$ cat src/sweep_coverage_intervals_macros.svh
// assertion macros shared by the sweep coverage rtl
`ifndef SWEEP_COVERAGE_INTERVALS_MACROS_SVH
`define SWEEP_COVERAGE_INTERVALS_MACROS_SVH

// clocked check, disabled while reset is asserted (active-low reset)
`define SCI_ASSERT_CLK(lbl, clk, rstn, prop, msg) \
    lbl: assert property (@(posedge clk) disable iff (!(rstn)) (prop)) else $error(msg);

// clocked check that also holds during reset
`define SCI_ASSERT_ALWAYS(lbl, clk, prop, msg) \
    lbl: assert property (@(posedge clk) (prop)) else $error(msg);

`endif

$ cat src/sci_pkg.sv
// shared types and constants for the sweep line coverage block
`default_nettype none

package sci_pkg;

    localparam int AXIS_W       = 32;
    localparam int POS_W        = 32;
    localparam int SEG_DEPTH_W  = 16;
    localparam int SUM_W        = 64;
    localparam int MIN_COV_W    = 16;
    localparam int DEPTH_BITS_DEF = 16;

    localparam logic [MIN_COV_W-1:0] MIN_COV_RESET = 16'd2;

    typedef enum logic [1:0] {
        ST_OK        = 2'd0,
        ST_OPEN_AXIS = 2'd1,
        ST_NEGATIVE  = 2'd2,
        ST_OVERFLOW  = 2'd3
    } status_t;

endpackage

`default_nettype wire

$ cat src/sweep_coverage_intervals.sv
// sweep line interval coverage: depth tracking, segment report and covered total
// path: a request passes the input register, then the result register; an untaken result holds it at the input
// throughput: one endpoint request per cycle while s_tready is high; the state update is one add/subtract and compares
// s_tready drops only while both the input register and an untaken result are full
// reset (aresetn low, synchronous): both stages empty, min_coverage 2, depth zero,
// last axis and last position all ones, covered total zero
`default_nettype none
`include "sweep_coverage_intervals_macros.svh"

module sweep_coverage_intervals #(
    parameter int DEPTH_BITS = sci_pkg::DEPTH_BITS_DEF
) (
    input  wire logic          aclk,
    input  wire logic          aresetn,

    // configuration: min_coverage
    input  wire logic          cfg_we,
    input  wire logic [15:0]   cfg_wdata,

    // endpoint request channel
    input  wire logic          s_tvalid,
    output logic               s_tready,
    input  wire logic [63:0]   s_tdata,   // [31:0] axis_id, [63:32] event_position
    input  wire logic          s_tuser,   // [0] is_end

    // result channel
    output logic               m_tvalid,
    input  wire logic          m_tready,
    output logic [175:0]       m_tdata,   // [31:0] segment_axis, [63:32] segment_begin,
                                          // [95:64] segment_end, [111:96] segment_depth,
                                          // [175:112] covered_sum
    output logic [2:0]         m_tuser    // [0] segment_valid, [2:1] status
);

    // depth compare width covers both the threshold and the depth counter
    localparam int CMP_W = (DEPTH_BITS > sci_pkg::MIN_COV_W) ? DEPTH_BITS : sci_pkg::MIN_COV_W;

    // ---------------- configuration ----------------
    logic [sci_pkg::MIN_COV_W-1:0] min_cov_reg;

    always_ff @(posedge aclk) begin
        if (!aresetn) begin
            min_cov_reg <= sci_pkg::MIN_COV_RESET;
        end else if (cfg_we) begin
            min_cov_reg <= cfg_wdata;
        end
    end

    // ---------------- input register ----------------
    logic                        in_valid_reg;
    logic [sci_pkg::AXIS_W-1:0]  in_axis_reg;
    logic [sci_pkg::POS_W-1:0]   in_pos_reg;
    logic                        in_end_reg;

    logic                        out_valid_reg;
    logic                        advance;

    // the input stage moves on whenever the result register is free or being drained
    assign advance  = in_valid_reg && (!out_valid_reg || m_tready);
    assign s_tready = !in_valid_reg || advance;

    always_ff @(posedge aclk) begin
        if (!aresetn) begin
            in_valid_reg <= 1'b0;
        end else if (s_tready) begin
            in_valid_reg <= s_tvalid;
        end
    end

    always_ff @(posedge aclk) begin
        if (s_tready && s_tvalid) begin
            in_axis_reg <= s_tdata[31:0];
            in_pos_reg  <= s_tdata[63:32];
            in_end_reg  <= s_tuser;
        end
    end

    // ---------------- sweep state ----------------
    logic [sci_pkg::AXIS_W-1:0]  last_axis_reg;
    logic [sci_pkg::POS_W-1:0]   last_pos_reg;
    logic [DEPTH_BITS-1:0]       depth_reg;
    logic [sci_pkg::SUM_W-1:0]   total_reg;

    // ---------------- event evaluation ----------------
    logic                        depth_zero;
    logic                        depth_full;
    logic                        axis_change;
    sci_pkg::status_t            status_next;
    logic                        seg_next;
    logic [CMP_W-1:0]            depth_ext;
    logic [CMP_W-1:0]            min_ext;
    logic [sci_pkg::POS_W-1:0]   seg_len;
    logic [sci_pkg::SUM_W-1:0]   total_sum;
    logic [DEPTH_BITS-1:0]       depth_next;

    assign depth_zero  = (depth_reg == '0);
    assign depth_full  = &depth_reg;
    assign axis_change = (in_axis_reg != last_axis_reg);
    assign depth_ext   = CMP_W'(depth_reg);
    assign min_ext     = CMP_W'(min_cov_reg);

    // axis change with open coverage wins over the depth checks
    always_comb begin
        if (axis_change && !depth_zero) begin
            status_next = sci_pkg::ST_OPEN_AXIS;
        end else if (in_end_reg && depth_zero) begin
            status_next = sci_pkg::ST_NEGATIVE;
        end else if (!in_end_reg && depth_full) begin
            status_next = sci_pkg::ST_OVERFLOW;
        end else begin
            status_next = sci_pkg::ST_OK;
        end
    end

    // zero depth never reports, so a zero threshold behaves like one
    assign seg_next = (status_next == sci_pkg::ST_OK) && !depth_zero &&
                      (depth_ext >= min_ext) && (in_pos_reg > last_pos_reg);

    assign seg_len    = in_pos_reg - last_pos_reg;
    assign total_sum  = total_reg + sci_pkg::SUM_W'(seg_len);
    assign depth_next = in_end_reg ? (depth_reg - 1'b1) : (depth_reg + 1'b1);

    always_ff @(posedge aclk) begin
        if (!aresetn) begin
            last_axis_reg <= '1;
            last_pos_reg  <= '1;
            depth_reg     <= '0;
            total_reg     <= '0;
        end else if (advance && (status_next == sci_pkg::ST_OK)) begin
            // a flagged event leaves the state untouched
            depth_reg     <= depth_next;
            last_axis_reg <= in_axis_reg;
            last_pos_reg  <= in_pos_reg;
            if (seg_next) begin
                total_reg <= total_sum;
            end
        end
    end

    // ---------------- result register ----------------
    logic                             seg_valid_reg;
    logic [sci_pkg::AXIS_W-1:0]       seg_axis_reg;
    logic [sci_pkg::POS_W-1:0]        seg_begin_reg;
    logic [sci_pkg::POS_W-1:0]        seg_end_reg;
    logic [sci_pkg::SEG_DEPTH_W-1:0]  seg_depth_reg;
    logic [sci_pkg::SUM_W-1:0]        cov_sum_reg;
    sci_pkg::status_t                 status_reg;

    always_ff @(posedge aclk) begin
        if (!aresetn) begin
            out_valid_reg <= 1'b0;
        end else if (advance) begin
            out_valid_reg <= 1'b1;
        end else if (m_tready) begin
            out_valid_reg <= 1'b0;
        end
    end

    always_ff @(posedge aclk) begin
        if (advance) begin
            seg_valid_reg <= seg_next;
            // segment fields read zero when nothing is reported
            seg_axis_reg  <= seg_next ? last_axis_reg : '0;
            seg_begin_reg <= seg_next ? last_pos_reg  : '0;
            seg_end_reg   <= seg_next ? in_pos_reg    : '0;
            seg_depth_reg <= seg_next ? depth_ext[sci_pkg::SEG_DEPTH_W-1:0] : '0;
            cov_sum_reg   <= seg_next ? total_sum : total_reg;
            status_reg    <= status_next;
        end
    end

    assign m_tvalid = out_valid_reg;
    assign m_tdata  = {cov_sum_reg, seg_depth_reg, seg_end_reg, seg_begin_reg, seg_axis_reg};
    assign m_tuser  = {status_reg, seg_valid_reg};

    // ---------------- assertions ----------------
    `SCI_ASSERT_CLK(a_seg_only_ok, aclk, aresetn,
        (out_valid_reg && seg_valid_reg) |-> (status_reg == sci_pkg::ST_OK),
        "segment reported with an error status")
    `SCI_ASSERT_CLK(a_seg_advances, aclk, aresetn,
        (out_valid_reg && seg_valid_reg) |-> (seg_end_reg > seg_begin_reg),
        "reported segment does not advance")
    `SCI_ASSERT_CLK(a_flagged_keeps_depth, aclk, aresetn,
        (advance && (status_next != sci_pkg::ST_OK)) |=> (depth_reg == $past(depth_reg)),
        "flagged event changed the depth count")
    `SCI_ASSERT_CLK(a_stall_only_when_full, aclk, aresetn,
        !s_tready |-> (in_valid_reg && out_valid_reg && !m_tready),
        "input stalled while the pipeline can move")

endmodule

`default_nettype wire

$ cat config.mk
export PLATFORM = sky130hd
export DESIGN_NAME = sweep_coverage_intervals
export DESIGN_NICKNAME = d
export VERILOG_FILES = /design/src/sci_pkg.sv /design/src/sweep_coverage_intervals.sv
export VERILOG_INCLUDE_DIRS = /design/src /design/src/src
export SDC_FILE = /design/constraint.sdc
export NUM_CORES = 1
export LEC_CHECK = 0
export BUFFER_PORTS_ARGS = -buffer_cell sky130_fd_sc_hd__clkbuf_2
export CORE_AREA = 2 2 214 216
export CTS_CLUSTER_DIAMETER = 120
export DETAILED_ROUTE_END_ITERATION = 10
export DIE_AREA = 0 0 216 218
export PLACE_DENSITY = 0.65
export SYNTH_ARGS = -nofsm -noshare
export SYNTH_HDL_FRONTEND = slang
export SYNTH_SLANG_ARGS = --single-unit
$ cat constraint.sdc
create_clock -name aclk -period 16.15 [get_ports aclk]
set_input_delay 2.4225 -clock aclk [delete_from_list [all_inputs] [get_ports aclk]]
set_output_delay 2.4225 -clock aclk [all_outputs]
set_load 0.01 [all_outputs]
==> results.sh, run 1 <==
export IMPL_yosysUniqueCellTypes=89
export IMPL_grt_max_degree=87
export IMPL_h_tree_depth=2
export IMPL_final_setup_skew_ns=0.02332
export IMPL_vias=15850
export IMPL_slew_viol_final=0
export IMPL_setup_violations=0
export IMPL_worstHoldPathType="reg -> reg"
export IMPL_critPathArrivalTime_ns=5.83
export IMPL_setup_tns_ns=0
export IMPL_p_per_area_nw_per_um2=137.6
export IMPL_swShare_pct=34.45
export IMPL_p_int_w=0.002120
export IMPL_clock_path_buffers=3
export IMPL_seqPwrFrac_pct=39.2
export IMPL_die_w_um=216
export IMPL_whs_ns=0.4916
export IMPL_drc=0
export IMPL_hold_buffers=0
export IMPL_synth_area_leaders="edfxtp_1 36%, dfxtp_1 16%, ha_1 5.9%"
export IMPL_power_switching_w=0.001114
export IMPL_status="finished, final reports clean"
export IMPL_clkSinkCount=406
export IMPL_drt_iter0_drc=1185
export IMPL_hpwlAfterDp_um=36640
export IMPL_gp_congestion=0.9196
export IMPL_nets=2385
export IMPL_setup_ws_ns=10.64
export IMPL_antenna_left=0
export IMPL_ys_seq_elements=406
export IMPL_ir_drop_uv=127.6
export IMPL_placementRows=78
export IMPL_worst_pin_slew_ns=1.069
export IMPL_critPathMaxFanout=48
export IMPL_area_growth_pct=15.04
export IMPL_cts_resized=0
export IMPL_cp_end_kind="flip-flop"
export IMPL_worst_path_max_delay_cell="or4_1"
export IMPL_crit_chain="inv_1 > ha_1 > fa_1 > nor2b_1 > o2111ai_1 > a31oi_1 > a21o_1 > a21oi_1 > o211ai_1 > a21oi_1 > xnor2_1 > ha_1 > a21o_1 > a2111oi_0 > a21oi_1 > or4_1 > nand3_1 > a221o_1 > buf_4 > nor3_1 > xor2_1"
export IMPL_required_ns=16.47
export IMPL_synth_nets=2168
export IMPL_slowest_delay_ns=0.54
export IMPL_period_share_pct=34.13
export IMPL_ys_top_cells_by_count="244 x edfxtp_1, 241 x nand2_1, 162 x dfxtp_1"
export IMPL_worstRegToRegCells=21
export IMPL_critical_path_class="reg -> reg"
export IMPL_netlist_area_um2=20440
export IMPL_fin_crit_ns=5.513
export IMPL_die_area_um2=47090
export IMPL_drt_total_wl_um=53650
export IMPL_place_port_buffers=266
export IMPL_overflow=0
export IMPL_clock_latency_ns=0.58
export IMPL_core_area_um2=44890
export IMPL_pwr_share_clk_pct=30.9
export IMPL_clkSlewWorstSetupHoldPaths_ns=0.06
export IMPL_crit_top_cell="a21oi_1"
export IMPL_yosysTopAreaCell="edfxtp_1"
export IMPL_syn_mean_instance_area_um2=10.31
export IMPL_io_pins=267
export IMPL_initial_core_util_pct=45.53
export IMPL_cts_tree="built"
export IMPL_max_freq_mhz=181.4
export IMPL_cts_buffers_inserted=43
export IMPL_synth_edf_count=244
export IMPL_drive_above_1_share_pct=17.64
export IMPL_wl_per_cell_um=18.92
export IMPL_finalPower_w=0.003234
export IMPL_async_flop_share_pct=0
export IMPL_final_hold_viol_count=0
export IMPL_antenna_found_initial=0
export IMPL_viasPerCell=5.589
export IMPL_cap_violations=0
export IMPL_worstSetupStartpointType="flip-flop"
export IMPL_ys_seq_area_share_pct=51.72
export IMPL_grt_pass1_vias=15200
export IMPL_relSlewSlack_pct=28.73
export IMPL_comb_power_share_pct=29.8
export IMPL_yosys_most_used_dff="edfxtp_1"
export IMPL_yosys_area_top_type_share_pct=35.85
export IMPL_cts_root_buf="clkbuf_16"
export IMPL_grt_pass1_wl_um=83190
export IMPL_dp_slack_ns=10.65
export IMPL_leakage_nw=10.07
export IMPL_die_h_um=218
export IMPL_yosysMostFrequentCell="edfxtp_1"
export IMPL_post_cts_setup_buffers=0
export IMPL_rsz0062_at_grt="false"
export IMPL_track_usage_pct=22.35
export IMPL_first_pass_iters=5
export IMPL_syn_inst=1982
export IMPL_synth_warnings=0
export IMPL_min_path_cells=2
==> path summary, 6_finish.rpt <==
path,startpoint,end,slack [ns]
hold / removal,last_axis_reg[16],last_axis_reg[16],0.49
hold reg to reg,last_axis_reg[16],last_axis_reg[16],0.49
setup reg to reg,in_pos_reg[0],cov_sum_reg[40],10.64
setup / recovery,in_pos_reg[0],cov_sum_reg[40],10.64
==> power groups by stage <==
stage          clock network, W  logic, W  registers, W
6_report                0.00100  0.000965       0.00127
5_1_grt                 0.00107   0.00108       0.00128
4_1_cts                 0.00102  0.000968       0.00127
3_5_place_dp                  0  0.000960       0.00129
3_3_place_gp                  0  0.000940       0.00129
2_1_floorplan                 0  0.000722       0.00128
==> metrics by stage <==
| step | util [%] | instances | instance area [um^2] |
|---|---|---|---|
| floorplan | - | 1982 | 20440 |
| global placement | 49.16 | 2754 | 22070 |
| detailed placement | 49.16 | 2754 | 22070 |
| CTS | 52.37 | 2834 | 23510 |
| global route | 52.37 | 2834 | 23510 |
| finish | 52.37 | 2835 | 23510 |
==> layout make-up <==
cell class                      count  area [um^2]
Antenna cell                        1        2.502
Clock buffer                       62         1239
Clock inverter                     18        202.7
Fill cell                        4035        21380
Inverter                           75        281.5
Multi-Input combinational cell   1393         9029
Sequential cell                   406        10570
Tap cell                          600        750.7
Timing Repair Buffer              280         1436
==> metal layers <==
metal  track usage (%)  part of all wire, %
met5                 0                    0
met3             4.435                  6.1
met4             6.986                  2.7
met2             37.42                   48
met1             29.27                   43
==> critical path, delay by kind of cell, from the launching register on <==
kind | cells | cell delay [ns]
flops | 1 | 0.32
buf+inv | 2 | 0.47
compound gates | 10 | 2.19
xor+xnor | 2 | 0.32
simple gates | 4 | 1.00
fa+ha+maj | 3 | 0.91
==> layout by cell type (no fill, tap or decap), types with 9 or more instances in the layout <==
| cell | instances |
|---|---|
| xor2_1 | 77 |
| a211oi_1 | 11 |
| o21a_1 | 11 |
| and2_1 | 9 |
| or4_1 | 28 |
| clkbuf_2 | 265 |
| nor4_1 | 22 |
| mux2i_1 | 19 |
| nand4_1 | 24 |
| o21ai_0 | 52 |
| a31oi_1 | 17 |
| clkbuf_1 | 11 |
| xnor2_1 | 48 |
| edfxtp_1 | 244 |
| ha_1 | 97 |
| buf_4 | 14 |
| a21o_1 | 35 |
| o31ai_1 | 32 |
| o21bai_1 | 11 |
| nand2_1 | 241 |
| a21oi_1 | 118 |
| or2_2 | 13 |
| o21ai_1 | 18 |
| and3_1 | 84 |
| nor2b_1 | 9 |
| dfxtp_1 | 162 |
| nor2_1 | 121 |
| nand3_1 | 74 |
| a311oi_1 | 11 |
| o211ai_1 | 47 |
| clkbuf_16 | 44 |
| inv_1 | 72 |
| nor3_1 | 50 |
==> cell families after synthesis <==
logic type | after synthesis | synth area share [%]
adders and majority gates | 100 | 6.232
muxes | 21 | 1.041
DFF | 406 | 51.72
and+or+nand+nor | 728 | 17.86
AOI/OAI and AO/OA | 419 | 13.54
xor gates and xnor gates | 125 | 5.357
buffers and inverters | 183 | 4.255
No activity file was read; power rests on OpenSTA's default activity.
==> inputs of run 2 (changes only) <==
ABC_AREA = 1   (was not set)
CORE_AREA = 2 2 225 227   (was 2 2 214 216)
DIE_AREA = 0 0 227 229   (was 0 0 216 218)
clock period = 5.7 ns   (was 16.15 ns; I/O delays follow)
==> results.sh, run 2 <==
export IMPL_status="finished, final reports clean"
export IMPL_place_port_buffers=266
export IMPL_path_buf_inv=3
export IMPL_post_cts_setup_buffers=0
export IMPL_area_growth_pct=15.34
export IMPL_r2r_start="in_pos_reg[0]"
export IMPL_period_share_pct=84.07
export IMPL_placementRows=82
export IMPL_cts_root_buf="clkbuf_16"
export IMPL_yosysUniqueCellTypes=46
export IMPL_worst_pin_slew_ns=1.009
export IMPL_diodes=0
export IMPL_cts_buffers_inserted=46
export IMPL_grt_pass1_vias=18590
export IMPL_setup_violations=0
export IMPL_mostFrequentLayoutCell="nand2_1"
export IMPL_grt_max_degree=111
export IMPL_max_freq_mhz=208.7
export IMPL_antenna_left=0
export IMPL_async_flop_share_pct=0
export IMPL_holdPathEnd="in_pos_reg[14]"
export IMPL_hold_buffers=0
export IMPL_p_per_area_nw_per_um2=374.8
export IMPL_leakage_nw=12.88
export IMPL_synth_edf_count=244
export IMPL_critPathArrivalTime_ns=5.28
export IMPL_synth_nets=2983
export IMPL_worstHoldPathType="in -> reg"
export IMPL_rsz0062_at_grt="false"
export IMPL_synth_area_leaders="edfxtp_1 32%, dfxtp_1 14%, nand2_1 12%"
export IMPL_rr_endpoint="total_reg[51]"
export IMPL_wl_per_cell_um=17.39
export IMPL_yosys_most_used_dff="edfxtp_1"
export IMPL_seqCellArea_um2=10570
export IMPL_critical_path_class="reg -> reg"
export IMPL_hpwlAfterDp_um=48350
export IMPL_die_h_um=229
export IMPL_yosys_area_top_type_share_pct=32.38
export IMPL_clkSlewWorstSetupHoldPaths_ns=0.06
export IMPL_syn_inst=2797
export IMPL_relSlewSlack_pct=32.73
export IMPL_nets=3216
export IMPL_multi_input_area_um2=9809
export IMPL_slowest_delay_ns=0.41
export IMPL_antenna_found_initial=0
export IMPL_drt_total_wl_um=65030
export IMPL_overflow=0
export IMPL_clock_latency_ns=0.61
export IMPL_ys_seq_area_share_pct=46.71
export IMPL_final_setup_skew_ns=0.02125
export IMPL_slew_viol_final=0
export IMPL_min_delay_start="s_tdata[46]"
export IMPL_min_path_cells=1
export IMPL_cts_tree="built"
export IMPL_netlist_area_um2=22630
export IMPL_drt_iter0_drc=1365
export IMPL_clock_path_buffers=3
export IMPL_io_pins=267
export IMPL_yosysTopAreaCell="edfxtp_1"
export IMPL_yosysMostFrequentCell="nand2_1"
export IMPL_worstSetupStartpointType="flip-flop"
export IMPL_finalPower_w=0.009784
export IMPL_crit_top_cell="nand2_1"
export IMPL_grt_pass1_wl_um=100800
export IMPL_worstRegToRegCells=25
export IMPL_h_tree_depth=2
export IMPL_die_area_um2=51980
export IMPL_cp_end_kind="flip-flop"
export IMPL_fillers=4771
export IMPL_gp_congestion=0.9661
export IMPL_die_w_um=227
export IMPL_required_ns=6.19
export IMPL_ir_drop_uv=291.2
export IMPL_cap_violations=0
export IMPL_setup_tns_ns=0
export IMPL_critPathMaxFanout=4
export IMPL_synth_warnings=0
export IMPL_critPathTopFamily="simple AND/OR/NAND/NOR gates"
export IMPL_fin_crit_ns=4.792
export IMPL_r2r_setup_slack_ns=0.91
export IMPL_vias=19290
export IMPL_track_usage_pct=24.83
export IMPL_clkSinkCount=406
export IMPL_core_area_um2=49660
export IMPL_worst_path_max_delay_cell="fa_1"
export IMPL_first_pass_iters=6
export IMPL_setup_ws_ns=0.9079
export IMPL_ys_seq_elements=406
export IMPL_cts_resized=0
export IMPL_layout_common_cells="731 x nand2_1, 468 x inv_1, 265 x clkbuf_2, 244 x edfxtp_1, 163 x nor2_1"
export IMPL_drive_above_1_share_pct=15.25
export IMPL_drc=0
export IMPL_final_hold_viol_count=0
export IMPL_dp_slack_ns=1.013
export IMPL_ys_top_cells_by_count="732 x nand2_1, 470 x inv_1, 244 x edfxtp_1"
export IMPL_initial_core_util_pct=45.57
export IMPL_syn_mean_instance_area_um2=8.091
export IMPL_viasPerCell=5.157
## run 2: cell count changes in the layout (fill, tap and decap cells not counted), moves of 24 or more
| cell | delta |
|---|---|
| nor2_1 | +42 |
| a21oi_2 | +49 |
| o31ai_1 | -31 |
| nor3_1 | +67 |
| nand3_1 | +46 |
| inv_1 | +396 |
| and3_1 | -82 |
| or4_1 | -28 |
| o21ai_0 | +50 |
| a21oi_1 | +24 |
| o21ai_2 | +39 |
| nand2_1 | +490 |
## run 2: worst reg2reg max path, delay by kind of cell (launching register included)
kind	cells	cell delay (ns)
fa+ha+maj	3	1.02
xor+xnor	1	0.13
compound gates	5	1.13
simple gates	13	1.93
flops	1	0.32
buf+inv	3	0.17
## run 2: how the worst max path moves through the flow
stage	to	startpoint	depth (start not counted)
2_1_floorplan	cov_sum_reg[0]	m_tready	4
3_3_place_gp	cov_sum_reg[51]	in_pos_reg[0]	23
3_5_place_dp	total_reg[51]	in_pos_reg[0]	25
4_1_cts	total_reg[51]	in_pos_reg[0]	25
5_1_grt	total_reg[51]	in_pos_reg[0]	25
6_report	total_reg[51]	in_pos_reg[0]	25
## run 2: final cells by class
class                   instances  share of cell area (%)
flip-flops and latches        406                   40.50
multi-input cells            1825                   37.58
inverters                     473                   6.836
repair buffers                278                   5.647
clock buffers                  48                   4.477
well taps                     672                   3.221
clock inverters                38                   1.740
## run 2: power by group
group / total [W] / internal (W) / switching (W)
logic: 0.00299 / 0.000899 / 0.00209
clock network: 0.00315 / 0.00184 / 0.00131
registers: 0.00364 / 0.00342 / 0.000220
## run 2: logic make-up (layout without fill, tap and decap cells)
| logic type | Yosys count | after routing | share of synthesized area [%] |
|---|---|---|---|
| buf+inv | 566 | 837 | 10.01 |
| xor+xnor | 86 | 86 | 3.329 |
| compound gates | 421 | 421 | 11.70 |
| simple gates | 1218 | 1218 | 22.63 |
| flops | 406 | 406 | 46.71 |
| fa+ha+maj | 100 | 100 | 5.629 |
## run 2: stage by stage
stage / std cells / instance area, um^2 / hold WS [ns] / util, %
finish: 3740 / 26100 / 0.4228 / 52.56
CTS: 3740 / 26100 / 0.3896 / 52.56
global route: 3740 / 26100 / 0.3975 / 52.56
floorplan: 2797 / 22630 / 0.4355 / -
global placement: 3654 / 24480 / 0.4553 / 49.29
detailed placement: 3654 / 24480 / 0.4618 / 49.29
## run 2: routing by layer
layer / global-route usage (%) / wire length (um)
met5: 0 / 0
met3: 4.939 / 4716
met4: 6.536 / 1552
met2: 40.44 / 29880
met1: 33.71 / 28880
